### src/hdl/rmps_pkg.sv
// Shared types, constants and register map of the range-minimum PID steering block.
package rmps_pkg;

    // Default widths and sizes.
    localparam int INTEGRAL_WIDTH_DEF = 40;
    localparam int FIFO_DEPTH_DEF     = 4;

    // Stream word widths.
    localparam int S_TDATA_W = 24;
    localparam int M_TDATA_W = 48;

    // Configuration port widths.
    localparam int PADDR_W = 5;
    localparam int PDATA_W = 32;
    localparam int REG_W   = 16;

    // Item kinds carried on the slave tuser.
    localparam logic REQ_SAMPLE = 1'b0;
    localparam logic REQ_TICK   = 1'b1;

    // Register indexes, taken from paddr[4:2].
    localparam logic [2:0] REG_RANGE_SETPOINT = 3'd0;
    localparam logic [2:0] REG_OBST_THRESHOLD = 3'd1;
    localparam logic [2:0] REG_GAIN_P         = 3'd2;
    localparam logic [2:0] REG_GAIN_I         = 3'd3;
    localparam logic [2:0] REG_GAIN_D         = 3'd4;
    localparam logic [2:0] REG_FORWARD_SPEED  = 3'd5;
    localparam logic [2:0] REG_SPIN_RATE      = 3'd6;

    // Register reset values.
    localparam logic [15:0] RST_RANGE_SETPOINT = 16'd1000;
    localparam logic [15:0] RST_OBST_THRESHOLD = 16'd900;
    localparam logic [15:0] RST_GAIN_P         = 16'd3328;
    localparam logic [15:0] RST_GAIN_I         = 16'd77;
    localparam logic [15:0] RST_GAIN_D         = 16'd1664;
    localparam logic [15:0] RST_FORWARD_SPEED  = 16'd500;
    localparam logic [15:0] RST_SPIN_RATE      = 16'd500;

    // Saturation limits of the angular rate.
    localparam logic signed [31:0] ANG_MAX = 32'sh7fff_ffff;
    localparam logic signed [31:0] ANG_MIN = 32'sh8000_0000;

    // Bound on the magnitude of the integral product before it saturates the output.
    localparam logic signed [63:0] INT_PROD_LIM = 64'sh4000_0000_0000_0000;

    // Configuration registers as seen by the datapath.
    typedef struct packed {
        logic [15:0]        range_setpoint;
        logic [15:0]        obstacle_threshold;
        logic [15:0]        gain_p;
        logic [15:0]        gain_i;
        logic [15:0]        gain_d;
        logic [15:0]        forward_speed;
        logic signed [15:0] spin_rate;
    } t_cfg;

endpackage

### src/hdl/rmps_fifo.sv
// Short command queue between the front and back parts.
module rmps_fifo #(
    parameter int WIDTH = 76,
    parameter int DEPTH = rmps_pkg::FIFO_DEPTH_DEF
) (
    input  logic             i_clk,
    input  logic             i_rst_n,
    input  logic             i_push,
    input  logic [WIDTH-1:0] i_data,
    output logic             o_full,
    output logic             o_valid,
    input  logic             i_pop,
    output logic [WIDTH-1:0] o_data
);
    import rmps_pkg::*;

    localparam int PTR_W = (DEPTH > 1) ? $clog2(DEPTH) : 1;
    localparam int CNT_W = $clog2(DEPTH + 1);
    localparam logic [PTR_W-1:0] PTR_LAST = PTR_W'(DEPTH - 1);
    localparam logic [CNT_W-1:0] CNT_FULL = CNT_W'(DEPTH);

    logic [WIDTH-1:0] r_mem [DEPTH];
    logic [WIDTH-1:0] r_rd_data;
    logic [PTR_W-1:0] r_wr_ptr, n_wr_ptr;
    logic [PTR_W-1:0] r_rd_ptr, n_rd_ptr;
    logic [CNT_W-1:0] r_count,  n_count;

    // Pointer and fill count updates.
    always_comb begin
        n_wr_ptr = r_wr_ptr;
        n_rd_ptr = r_rd_ptr;
        n_count  = r_count;
        if (i_push) begin
            n_wr_ptr = (r_wr_ptr == PTR_LAST) ? '0 : r_wr_ptr + 1'b1;
        end
        if (i_pop) begin
            n_rd_ptr = (r_rd_ptr == PTR_LAST) ? '0 : r_rd_ptr + 1'b1;
        end
        if (i_push && !i_pop) begin
            n_count = r_count + 1'b1;
        end else if (!i_push && i_pop) begin
            n_count = r_count - 1'b1;
        end
    end

    always_ff @(posedge i_clk) begin
        if (!i_rst_n) begin
            r_wr_ptr <= '0;
            r_rd_ptr <= '0;
            r_count  <= '0;
        end else begin
            r_wr_ptr <= n_wr_ptr;
            r_rd_ptr <= n_rd_ptr;
            r_count  <= n_count;
        end
    end

    // Entry storage; the head word is read ahead from the next read pointer, and a word
    // written into the head slot of an empty or emptying queue is passed through.
    always_ff @(posedge i_clk) begin
        if (i_push) begin
            r_mem[r_wr_ptr] <= i_data;
        end
        if (i_push && (r_wr_ptr == n_rd_ptr)) begin
            r_rd_data <= i_data;
        end else begin
            r_rd_data <= r_mem[n_rd_ptr];
        end
    end

    assign o_full  = (r_count == CNT_FULL);
    assign o_valid = (r_count != '0);
    assign o_data  = r_rd_data;

    // The front never writes a full queue.
    a_no_overflow: assert property (@(posedge i_clk) disable iff (!i_rst_n)
        i_push |-> (r_count != CNT_FULL || i_pop))
        else $error("push into a full queue");

    // The back never reads an empty queue.
    a_no_underflow: assert property (@(posedge i_clk) disable iff (!i_rst_n)
        i_pop |-> (r_count != '0))
        else $error("pop from an empty queue");

    // The fill count grows on a push without a pop.
    a_count_up: assert property (@(posedge i_clk) disable iff (!i_rst_n)
        (i_push && !i_pop) |=> (r_count == $past(r_count) + 1'b1))
        else $error("fill count did not grow on push");

endmodule

### config.mk
export PLATFORM = sky130hd
export DESIGN_NAME = rmps_fifo
export DESIGN_NICKNAME = d
export VERILOG_FILES = /design/src/hdl/rmps_pkg.sv /design/src/hdl/rmps_fifo.sv
export SDC_FILE = /design/constraint.sdc
export NUM_CORES = 1
export LEC_CHECK = 0
export BUFFER_PORTS_ARGS = -buffer_cell sky130_fd_sc_hd__clkbuf_2
export CORE_ASPECT_RATIO = 1.75
export CORE_UTILIZATION = 32
export DETAILED_ROUTE_END_ITERATION = 10
export PLACE_DENSITY = 0.58
export SLEW_MARGIN = 20
export SYNTH_ARGS = -nofsm -noshare
export SYNTH_HDL_FRONTEND = slang
export SYNTH_SLANG_ARGS = --single-unit
### constraint.sdc
create_clock -name i_clk -period 2.58 [get_ports i_clk]
set_input_delay 0.516 -clock i_clk [delete_from_list [all_inputs] [get_ports i_clk]]
set_output_delay 0.516 -clock i_clk [all_outputs]
set_load 0.005 [all_outputs]
==> impl_metrics.json <==
{
  "start_util_pct": 32.5,
  "grt_overflow": 0,
  "yosys_warnings": 0,
  "setup_violations": 0,
  "syn_area_mm2": 0.0115,
  "htreeDepth": 1,
  "power.leakage_nw": 4.63,
  "yosysUniqueCellTypes": 22,
  "skew_ns": 0.0190,
  "synthTopCellsByCount": "edfxtp_1, mux4_2, dfxtp_1",
  "die-area_mm2": 0.0366,
  "hold-path-cell-count": 1,
  "root_buffer": "clkbuf_16",
  "drive_gt1_share_pct": 45.2,
  "drc": 0,
  "clk_pin_slew_ns": 0.07,
  "syn2layout_area_growth_pct": 19.9,
  "fin_crit_sh_pct": 95.6,
  "die_y_um": 252,
  "synth_seq_cells": 313,
  "via_count": 5178,
  "via_per_inst": 4.64,
  "cts_sinks": 313,
  "critPathKind": "reg -> out",
  "cts_tree": "done",
  "slew_violations": 0,
  "cts_setup_buffers": 6,
  "io_buffer_count": 157,
  "pre_cts_ws_ns": 0.429,
  "synth.yosys.seq_area_share_pct": 81.3,
  "antenna_found_initial": 0,
  "worst_slew_pin_slew_ns": 0.515,
  "worst_ir_drop_vdd_v": 0.000558,
  "slew_headroom_pct": 65.7,
  "core_area_mm2": 0.0353,
  "clkLatencyLatePin_ns": 0.54,
  "min_period_ns": 2.47,
  "grt_max_degree": 77,
  "synth.area.top_cells": "edfxtp_1, mux4_2, dfxtp_1, buf_12, ha_1",
  "r2r_start": "r_wr_ptr[0]",
  "worstRegToRegCells": 4,
  "drt_iter0_drc": 243,
  "synth-edff-count": 304,
  "clockBufferDepth": 3,
  "grt_setup_unrepaired": "false",
  "rows": 91,
  "rr_endpoint": "r_mem[0][57]",
  "min-delay-start": "i_data[73]",
  "start_kind": "flop",
  "antennaDiodeCount": 0,
  "final.setup.worst_slack_ns": 0.115,
  "grt_usage_pct": 12.5,
  "wl_per_cell_um": 20.3,
  "fin_setup_tns_ns": 0,
  "end_kind": "output port",
  "final_core_util_pct": 38.9,
  "ant_nets": 0,
  "io_pins": 158,
  "drt_pass1_iterations": 5,
  "power_density_mw_per_mm2": 790,
  "status": "completed",
  "critPathMaxFanout": 19,
  "hold_viol": 0,
  "postSynth.asyncResetShare_pct": 0,
  "die_x_um": 145,
  "gp_congestion": 0.696,
  "r2r_slack_ns": 0.95,
  "post_cts_resized": 0,
  "yosys.area.top_type": "edfxtp_1",
  "grt_pass1_wl_um": 34500,
  "grt_pass1_vias": 5909,
  "cts_hold_buf": 0,
  "ys.flop_type": "edfxtp_1",
  "synth_top_area_share_pct": 79.7,
  "worstHoldPathType": "in -> reg",
  "cts-buffers-inserted": 27,
  "synth_most_common_cell": "edfxtp_1",
  "fmax_mhz": 406,
  "cp.arrival_ns": 1.95,
  "worstHoldEndpoint": "r_mem[2][73]",
  "syn_inst": 440,
  "critical_path_required_ns": 2.06,
  "fillers": 3211,
  "syn-num-nets": 526,
  "finalWirelength_um": 22600,
  "maxCapViolCount": 0,
  "syn_avg_cell_area_um2": 26.0,
  "final_cell_count_no_fill": 1117,
  "finalNetCount": 718,
  "hpwl_um": 14300,
  "dp.cells": 1062
}
where the power goes:
part	total, mW	switching (mW)	internal (mW)	leakage (nW)
sequential	5.90	0.0785	5.82	2.87
combinational	1.32	0.637	0.688	1.40
clock	3.62	1.69	1.93	0.371
total	10.8	2.41	8.44	4.63
logic make-up after synthesis:
group / share of synthesized area [%]
AO/OA/AOI/OAI: 0.109
XOR/XNOR: 0.306
adder cells (fa/ha/maj): 0.721
buffers and inverters: 1.62
flip-flops: 81.3
multiplexers: 15.2
AND/OR/NAND/NOR: 0.786
metal layers:
layer / vias up / global-route usage [%] / wire, um
li1: 2266 / - / -
met1: 2731 / 13.2 / 8040
met2: 141 / 24.3 / 13000
met3: 40 / 2.00 / 937
met4: 0 / 5.17 / 696
met5: - / 0 / 0
worst max-delay path, cell delays in order (launching register included):
cell and delay, ns:
dfxtp_4 0.36, buf_12 0.14, buf_12 0.20, mux4_2 0.54
clkbuf_2 0.14
sequential cells by signal (all words and copies together), names as in the netlist, named ones only:
register,count
r_rd_ptr,2
r_wr_ptr,2
r_count,3
r_mem,304
how the worst max path moves through the flow:
stage | startpoint | to | cells after the start
3_5_place_dp | flop | o_data[60] | 3
5_1_grt | flop | o_data[18] | 4
6_report | flop | o_data[18] | 4
4_1_cts | flop | o_data[18] | 4
3_3_place_gp | flop | o_data[18] | 3
2_1_floorplan | r_wr_ptr[0] | r_mem[3][0] | 2
metrics by stage:
step / hold WS (ns) / cell area [um2] / power, mW
after floorplan: 0.425 / 11500 / 6.76
after global placement: 0.433 / 12900 / 7.30
after detailed placement: 0.433 / 12900 / 7.35
after CTS: 0.166 / 13700 / 11.0
after global routing: 0.175 / 13700 / 11.2
final: 0.189 / 13700 / 10.8
cell usage in the layout, fill, tap and decap left out, drive strengths merged:
master	count
dfxtp	9
and2	7
mux2i	3
inv	5
buf	23
fa	1
nor2b	3
clkinvlp	2
xnor2	2
edfxtp	304
clkinv	10
mux4	76
xor2	2
o21ai	1
or3	2
nand2	1
nor2	1
ha	5
clkbuf	193
a21boi	1
nor3b	1
final cells by class:
cell class,instances,area (um2),share of cell area [%]
Timing Repair Buffer,180,1080,7.85
Multi-Input combinational cell,106,1970,14.4
Inverter,4,15.0,0.109
Clock inverter,13,65.1,0.474
Sequential cell,313,9320,67.8
Clock buffer,36,709,5.16
Tap cell,465,582,4.23
(Power assumes the default switching activity.)
