<file path="config.mk">
export PLATFORM = sky130hd
export DESIGN_NAME = rmps_front
export DESIGN_NICKNAME = d
export VERILOG_FILES = /design/src/hdl/rmps_pkg.sv /design/src/hdl/rmps_front.sv
export SDC_FILE = /design/constraint.sdc
export NUM_CORES = 1
export LEC_CHECK = 0
export BUFFER_PORTS_ARGS = -buffer_cell sky130_fd_sc_hd__buf_2
export CAP_MARGIN = 30
export CORE_ASPECT_RATIO = 1.5
export CORE_UTILIZATION = 55
export CTS_CLUSTER_DIAMETER = 200
export CTS_CLUSTER_SIZE = 28
export DETAILED_ROUTE_END_ITERATION = 16
export MAX_ROUTING_LAYER = met4
export PLACE_DENSITY = 0.94
export SLEW_MARGIN = 20
export SYNTH_ARGS = -nofsm -noshare
export SYNTH_HDL_FRONTEND = slang
export SYNTH_SLANG_ARGS = --single-unit
</file>
<file path="constraint.sdc">
create_clock -name i_clk -period 6.2 [get_ports i_clk]
set_input_delay 1.24 -clock i_clk [delete_from_list [all_inputs] [get_ports i_clk]]
set_output_delay 1.24 -clock i_clk [all_outputs]
set_load 0.01 [all_outputs]
</file>
<file path="src/hdl/rmps_pkg.sv">
// Shared types, constants and register map of the range-minimum PID steering block.
package rmps_pkg;

    // Default widths and sizes.
    localparam int INTEGRAL_WIDTH_DEF = 40;
    localparam int FIFO_DEPTH_DEF     = 4;

    // Stream word widths.
    localparam int S_TDATA_W = 24;
    localparam int M_TDATA_W = 48;

    // Configuration port widths.
    localparam int PADDR_W = 5;
    localparam int PDATA_W = 32;
    localparam int REG_W   = 16;

    // Item kinds carried on the slave tuser.
    localparam logic REQ_SAMPLE = 1'b0;
    localparam logic REQ_TICK   = 1'b1;

    // Register indexes, taken from paddr[4:2].
    localparam logic [2:0] REG_RANGE_SETPOINT = 3'd0;
    localparam logic [2:0] REG_OBST_THRESHOLD = 3'd1;
    localparam logic [2:0] REG_GAIN_P         = 3'd2;
    localparam logic [2:0] REG_GAIN_I         = 3'd3;
    localparam logic [2:0] REG_GAIN_D         = 3'd4;
    localparam logic [2:0] REG_FORWARD_SPEED  = 3'd5;
    localparam logic [2:0] REG_SPIN_RATE      = 3'd6;

    // Register reset values.
    localparam logic [15:0] RST_RANGE_SETPOINT = 16'd1000;
    localparam logic [15:0] RST_OBST_THRESHOLD = 16'd900;
    localparam logic [15:0] RST_GAIN_P         = 16'd3328;
    localparam logic [15:0] RST_GAIN_I         = 16'd77;
    localparam logic [15:0] RST_GAIN_D         = 16'd1664;
    localparam logic [15:0] RST_FORWARD_SPEED  = 16'd500;
    localparam logic [15:0] RST_SPIN_RATE      = 16'd500;

    // Saturation limits of the angular rate.
    localparam logic signed [31:0] ANG_MAX = 32'sh7fff_ffff;
    localparam logic signed [31:0] ANG_MIN = 32'sh8000_0000;

    // Bound on the magnitude of the integral product before it saturates the output.
    localparam logic signed [63:0] INT_PROD_LIM = 64'sh4000_0000_0000_0000;

    // Configuration registers as seen by the datapath.
    typedef struct packed {
        logic [15:0]        range_setpoint;
        logic [15:0]        obstacle_threshold;
        logic [15:0]        gain_p;
        logic [15:0]        gain_i;
        logic [15:0]        gain_d;
        logic [15:0]        forward_speed;
        logic signed [15:0] spin_rate;
    } t_cfg;

endpackage

</file>
<file path="src/hdl/rmps_front.sv">
// Front part: tracks the scan minimum, commits the error and runs the integral step.
module rmps_front #(
    parameter int INTEGRAL_WIDTH = rmps_pkg::INTEGRAL_WIDTH_DEF
) (
    input  logic                       i_clk,
    input  logic                       i_rst_n,
    input  rmps_pkg::t_cfg             i_cfg,
    input  logic                       i_accept,
    input  logic                       i_req_type,
    input  logic [15:0]                i_range,
    input  logic                       i_first,
    input  logic                       i_last,
    output logic                       o_push,
    output logic [INTEGRAL_WIDTH+35:0] o_entry
);
    import rmps_pkg::*;

    localparam int W = INTEGRAL_WIDTH;
    localparam logic signed [W-1:0] INTEG_MAX = {1'b0, {(W-1){1'b1}}};
    localparam logic signed [W-1:0] INTEG_MIN = {1'b1, {(W-1){1'b0}}};

    logic [15:0]          r_scan_min,     n_scan_min;
    logic                 r_scan_blocked, n_scan_blocked;
    logic                 r_obst_flag,    n_obst_flag;
    logic signed [16:0]   r_err_now,      n_err_now;
    logic signed [16:0]   r_err_prev,     n_err_prev;
    logic signed [W-1:0]  r_err_integ,    n_err_integ;

    logic                 below;
    logic signed [W:0]    integ_sum;
    logic signed [W-1:0]  integ_sat;
    logic signed [17:0]   err_diff;
    logic                 sample_acc;
    logic                 tick_acc;

    assign sample_acc = i_accept && (i_req_type == REQ_SAMPLE);
    assign tick_acc   = i_accept && (i_req_type == REQ_TICK);
    assign below      = i_range < i_cfg.obstacle_threshold;

    // Saturating integral step and error difference for a tick.
    always_comb begin
        integ_sum = (W+1)'(r_err_integ) + (W+1)'(r_err_now);
        if (integ_sum[W] != integ_sum[W-1]) begin
            integ_sat = integ_sum[W] ? INTEG_MIN : INTEG_MAX;
        end else begin
            integ_sat = integ_sum[W-1:0];
        end
        err_diff = 18'(r_err_now) - 18'(r_err_prev);
    end

    // Next state of the scan tracker and the controller state.
    always_comb begin
        n_scan_min     = r_scan_min;
        n_scan_blocked = r_scan_blocked;
        n_obst_flag    = r_obst_flag;
        n_err_now      = r_err_now;
        n_err_prev     = r_err_prev;
        n_err_integ    = r_err_integ;
        if (sample_acc) begin
            if (i_first) begin
                n_scan_min     = i_range;
                n_scan_blocked = below;
            end else if (!r_scan_blocked) begin
                n_scan_min     = (i_range < r_scan_min) ? i_range : r_scan_min;
                n_scan_blocked = below;
            end
            if (i_last) begin
                n_err_now   = $signed({1'b0, i_cfg.range_setpoint}) -
                              $signed({1'b0, n_scan_min});
                n_obst_flag = n_scan_blocked;
            end
        end else if (tick_acc && !r_obst_flag) begin
            n_err_integ = integ_sat;
            n_err_prev  = r_err_now;
        end
    end

    always_ff @(posedge i_clk) begin
        if (!i_rst_n) begin
            r_scan_min     <= '0;
            r_scan_blocked <= 1'b0;
            r_obst_flag    <= 1'b0;
            r_err_now      <= '0;
            r_err_prev     <= '0;
            r_err_integ    <= '0;
        end else begin
            r_scan_min     <= n_scan_min;
            r_scan_blocked <= n_scan_blocked;
            r_obst_flag    <= n_obst_flag;
            r_err_now      <= n_err_now;
            r_err_prev     <= n_err_prev;
            r_err_integ    <= n_err_integ;
        end
    end

    // Each tick queues one command word: obstacle, error, difference, integral.
    assign o_push  = tick_acc;
    assign o_entry = {r_obst_flag, r_err_now, err_diff, integ_sat};

    // A blocked scan keeps its minimum until a new scan starts.
    a_blocked_holds: assert property (@(posedge i_clk) disable iff (!i_rst_n)
        (sample_acc && !i_first && r_scan_blocked)
        |=> ($stable(r_scan_min) && r_scan_blocked))
        else $error("blocked scan changed its minimum");

    // An obstacle tick leaves the PID state alone.
    a_obst_keeps_pid: assert property (@(posedge i_clk) disable iff (!i_rst_n)
        (tick_acc && r_obst_flag)
        |=> ($stable(r_err_integ) && $stable(r_err_prev)))
        else $error("obstacle tick changed the PID state");

    // A clear-path tick moves the current error into the previous error.
    a_prev_follows: assert property (@(posedge i_clk) disable iff (!i_rst_n)
        (tick_acc && !r_obst_flag) |=> (r_err_prev == $past(r_err_now)))
        else $error("previous error not updated on tick");

endmodule

</file>
==> qor.csv <==
stage,metric,value,unit
outcome,status,completed,
finish,multi-input logic area,6100,um^2
clocking,clk slew on worst S/H paths,0.06,ns
setup_path,Setup crit end kind,primary output,
hold_path,Hold Crit Depth,2,
finish,Layout fillers,1280,
clocking,clock latency on the worst-skew pair,0.37,ns
setup_path,Setup CP Type,register to primary output,
power,Int Pwr,1.29,mW
sta,Tightest Pin Transition,0.769,ns
placed_design,post-DP HPWL,16900,um
logic_synthesis,sequential element share of the synthesized area,21.7,%
logic_synthesis,number of synthesized flops with an enable pin,0,
power,switching pwr,0.737,mW
setup_path,CP Launch Type,register,
die,initial core utilization,56.2,%
die,DIE WIDTH,103,um
die,core area,15100,um^2
sta,crit share post-route,87.7,%
clocking,H-tree depth,3,
power,PwrDens,212,nW/um^2
finish,Syn-to-layout area delta,12.7,%
sta,Worst Clk Skew,0.00742,ns
global_route,initial antenna violation count,0,
sta,post-route worst setup slack,0.764,ns
global_route,vias in the first global route,7978,
logic_synthesis,Yosys reg bits,92,
route,vias per cell,6.02,
global_route,GRT Util Overall,29.2,%
clocking,total CTS buffers,9,
clocking,TritonCTS clock tree,done,
setup_path,r2r worst-path depth,18,
route,DR pass1 iterations,5,
route,DR iter-0 viols,333,
logic_synthesis,post-synth net total,1320,
logic_synthesis,YS warnings,0,
route,DR WL met2,11500,um
setup_path,Worst EP required,4.96,ns
sta,Setup-failing EPs final,0,
global_route,grt ovf,0,
sta,RSZ-0062 raised after global routing,false,
logic_synthesis,synthesized area,8480,um^2
sta,minimum clock period,5.44,ns
die,Die ar.,15900,um^2
power,total power,2.02,mW
route,met1 WL,8490,um
placed_design,dpl cells,1373,
sta,Fin Setup TNS,0,ns
power,Gate power share,39.0,%
clocking,# hold bufs at CTS,0,
logic_synthesis,asr flop ratio synth,0,%
logic_synthesis,Mapped Cells,1083,
global_route,largest net degree at the start of global routing,62,
route,Routed met3 length,1260,um
power,clock group share of total power,28.5,%
finish,Finished Layout Cells,1389,
logic_synthesis,Syn Area/Cell,7.83,um^2
finish,Register Area,1840,um^2
route,DRT antenna net count,0,
job,maxcap violations,0,
clocking,Root Driver,clkbuf_16,
finish,number of diodes,0,
die,# rows,55,
sta,Max-slew headroom,48.7,%
route,drt total wl,22300,um
logic_synthesis,top cell type's share of synthesized area,21.7,%
hold_path,Hold Path Class,register to register,
sta,FMAX,184,MHz
power,sequential fraction of design power,32.5,%
route,top layer in use,met4,
die,die height,154,um
route,DRC,0,
placed_design,PortBufs,130,
global_route,global-route wire length before repair,35900,um
sta,fin. max-slew vios,0,
setup_path,maximum fanout along the worst path,23,
finish,layout cells sized above 1,18.5,%
route,post-DR wirelength/cell,16.1,um
die,I/O Pins,211,
sta,final hold violations,0,
logic_synthesis,synth top area cells,"dfxtp_1, ha_1, a21oi_1",
placed_design,Setup WS pre-CTS,0.700,ns
placed_design,gp weighted congestion,0.930,
power,P_leak,4.58,nW
clocking,cts repair resizes,0,
clocking,setup bufs post-CTS,0,
power,Max IR drop VDD,143,uV
clocking,# clock sinks,92,
setup_path,CP Data Arrival Time,4.20,ns
clocking,clk buf depth,2,
logic_synthesis,"area leader, netlist",dfxtp_1,
logic_synthesis,post-synth cell types,78,
finish,nets,1422,
logic_synthesis,Synth Flop Type,dfxtp_1,
power,Switching Share,36.4,%
route,DR vias,8366,
## flip-flops by register name, indices dropped and copies added (netlist names)
signal	cells
r_err_integ	40
r_err_prev	17
r_scan_blocked	1
r_err_now	17
r_scan_min	16
r_obst_flag	1
## cells in the final DEF, fill, tap and decap left out, types with 22 or more instances in the layout
cell        n
buf_2     130
nor2_1    120
ha_1      100
a21oi_1    93
dfxtp_1    92
inv_1      81
nand2_1    77
o21ai_0    65
xnor2_1    42
maj3_2     36
a21o_1     31
nor3_1     31
a211oi_1   22
## worst max-delay path, cell delays in order (launching register included)
cell	delay, ns
dfxtp_1	0.78
buf_4	0.35
ha_1	0.34
a21o_1	0.19
a21oi_1	0.33
o21bai_1	0.11
a21o_1	0.19
a2111oi_2	0.46
o2bb2ai_4	0.29
buf_16	0.26
maj3_2	0.36
buf_2	0.16
## cells by family (layout without fill, tap and decap cells)
logic type / Yosys count / after routing / share of synthesized area [%]
compound gates: 313 / 313 / 24.7
xor+xnor: 56 / 56 / 5.79
fa+ha+maj: 141 / 141 / 20.5
buf+inv: 130 / 237 / 6.66
flops: 92 / 92 / 21.7
mux: 18 / 18 / 2.16
simple gates: 333 / 333 / 18.5
## power by group through the flow
stage	Sequential [mW]	Combinational (mW)	Clock (mW)
finish	0.658	0.790	0.577
global route	0.662	0.870	0.608
CTS	0.657	0.784	0.583
detailed placement	0.670	0.781	0
global placement	0.668	0.754	0
floorplan	0.665	0.555	0
## cell usage after synthesis, types with 4 or more instances
master / instances
nor2_1: 120
ha_1: 100
a21oi_1: 93
dfxtp_1: 92
inv_1: 81
nand2_1: 77
o21ai_0: 65
xnor2_1: 42
maj3_2: 36
a21o_1: 31
clkbuf_1: 31
nor3_1: 31
a211oi_1: 22
nand3_1: 18
mux2i_1: 16
nand2b_1: 15
xor2_1: 14
a31oi_1: 13
o21a_1: 12
nand4_1: 11
nor2b_1: 11
or3_1: 11
and3_1: 9
buf_6: 8
and4_1: 7
o21bai_1: 7
and2_1: 6
o21ba_1: 6
o211ai_1: 5
a2111oi_0: 4
a21boi_0: 4
buf_2: 4
or2_2: 4
## path summary, 6_finish.rpt
kind | startpoint | to | slack [ns]
min reg2reg | r_err_prev[7] | r_err_prev[7] | 0.45
max | r_err_now[16] | o_entry[10] | 0.76
min | r_err_prev[7] | r_err_prev[7] | 0.45
max reg2reg | r_scan_min[14] | r_err_now[16] | 1.63
## area by class of cell
type | instances | share of cell area (%)
Timing Repair Buffer | 139 | 7.81
Sequential cell | 92 | 19.3
Inverter | 82 | 3.22
Clock inverter | 5 | 0.642
Clock buffer | 11 | 2.54
Multi-Input combinational cell | 861 | 63.9
Tap cell | 199 | 2.61
## routing by layer
layer  GRT usage (%)  vias up
li1                -     4076
met4            15.8        0
met2            51.4      300
met5               -        -
met1            30.0     3905
met3            5.18       85
## through the flow
stage               area (um^2)  util (%)  hold slack, ns
floorplan                  8480         -           0.436
global placement           9200      61.1           0.442
detailed placement         9250      61.4           0.448
CTS                        9550      63.4           0.457
global route               9550      63.4           0.474
finish                     9550      63.4           0.454
Note: power is estimated with default switching activity, not from simulation.
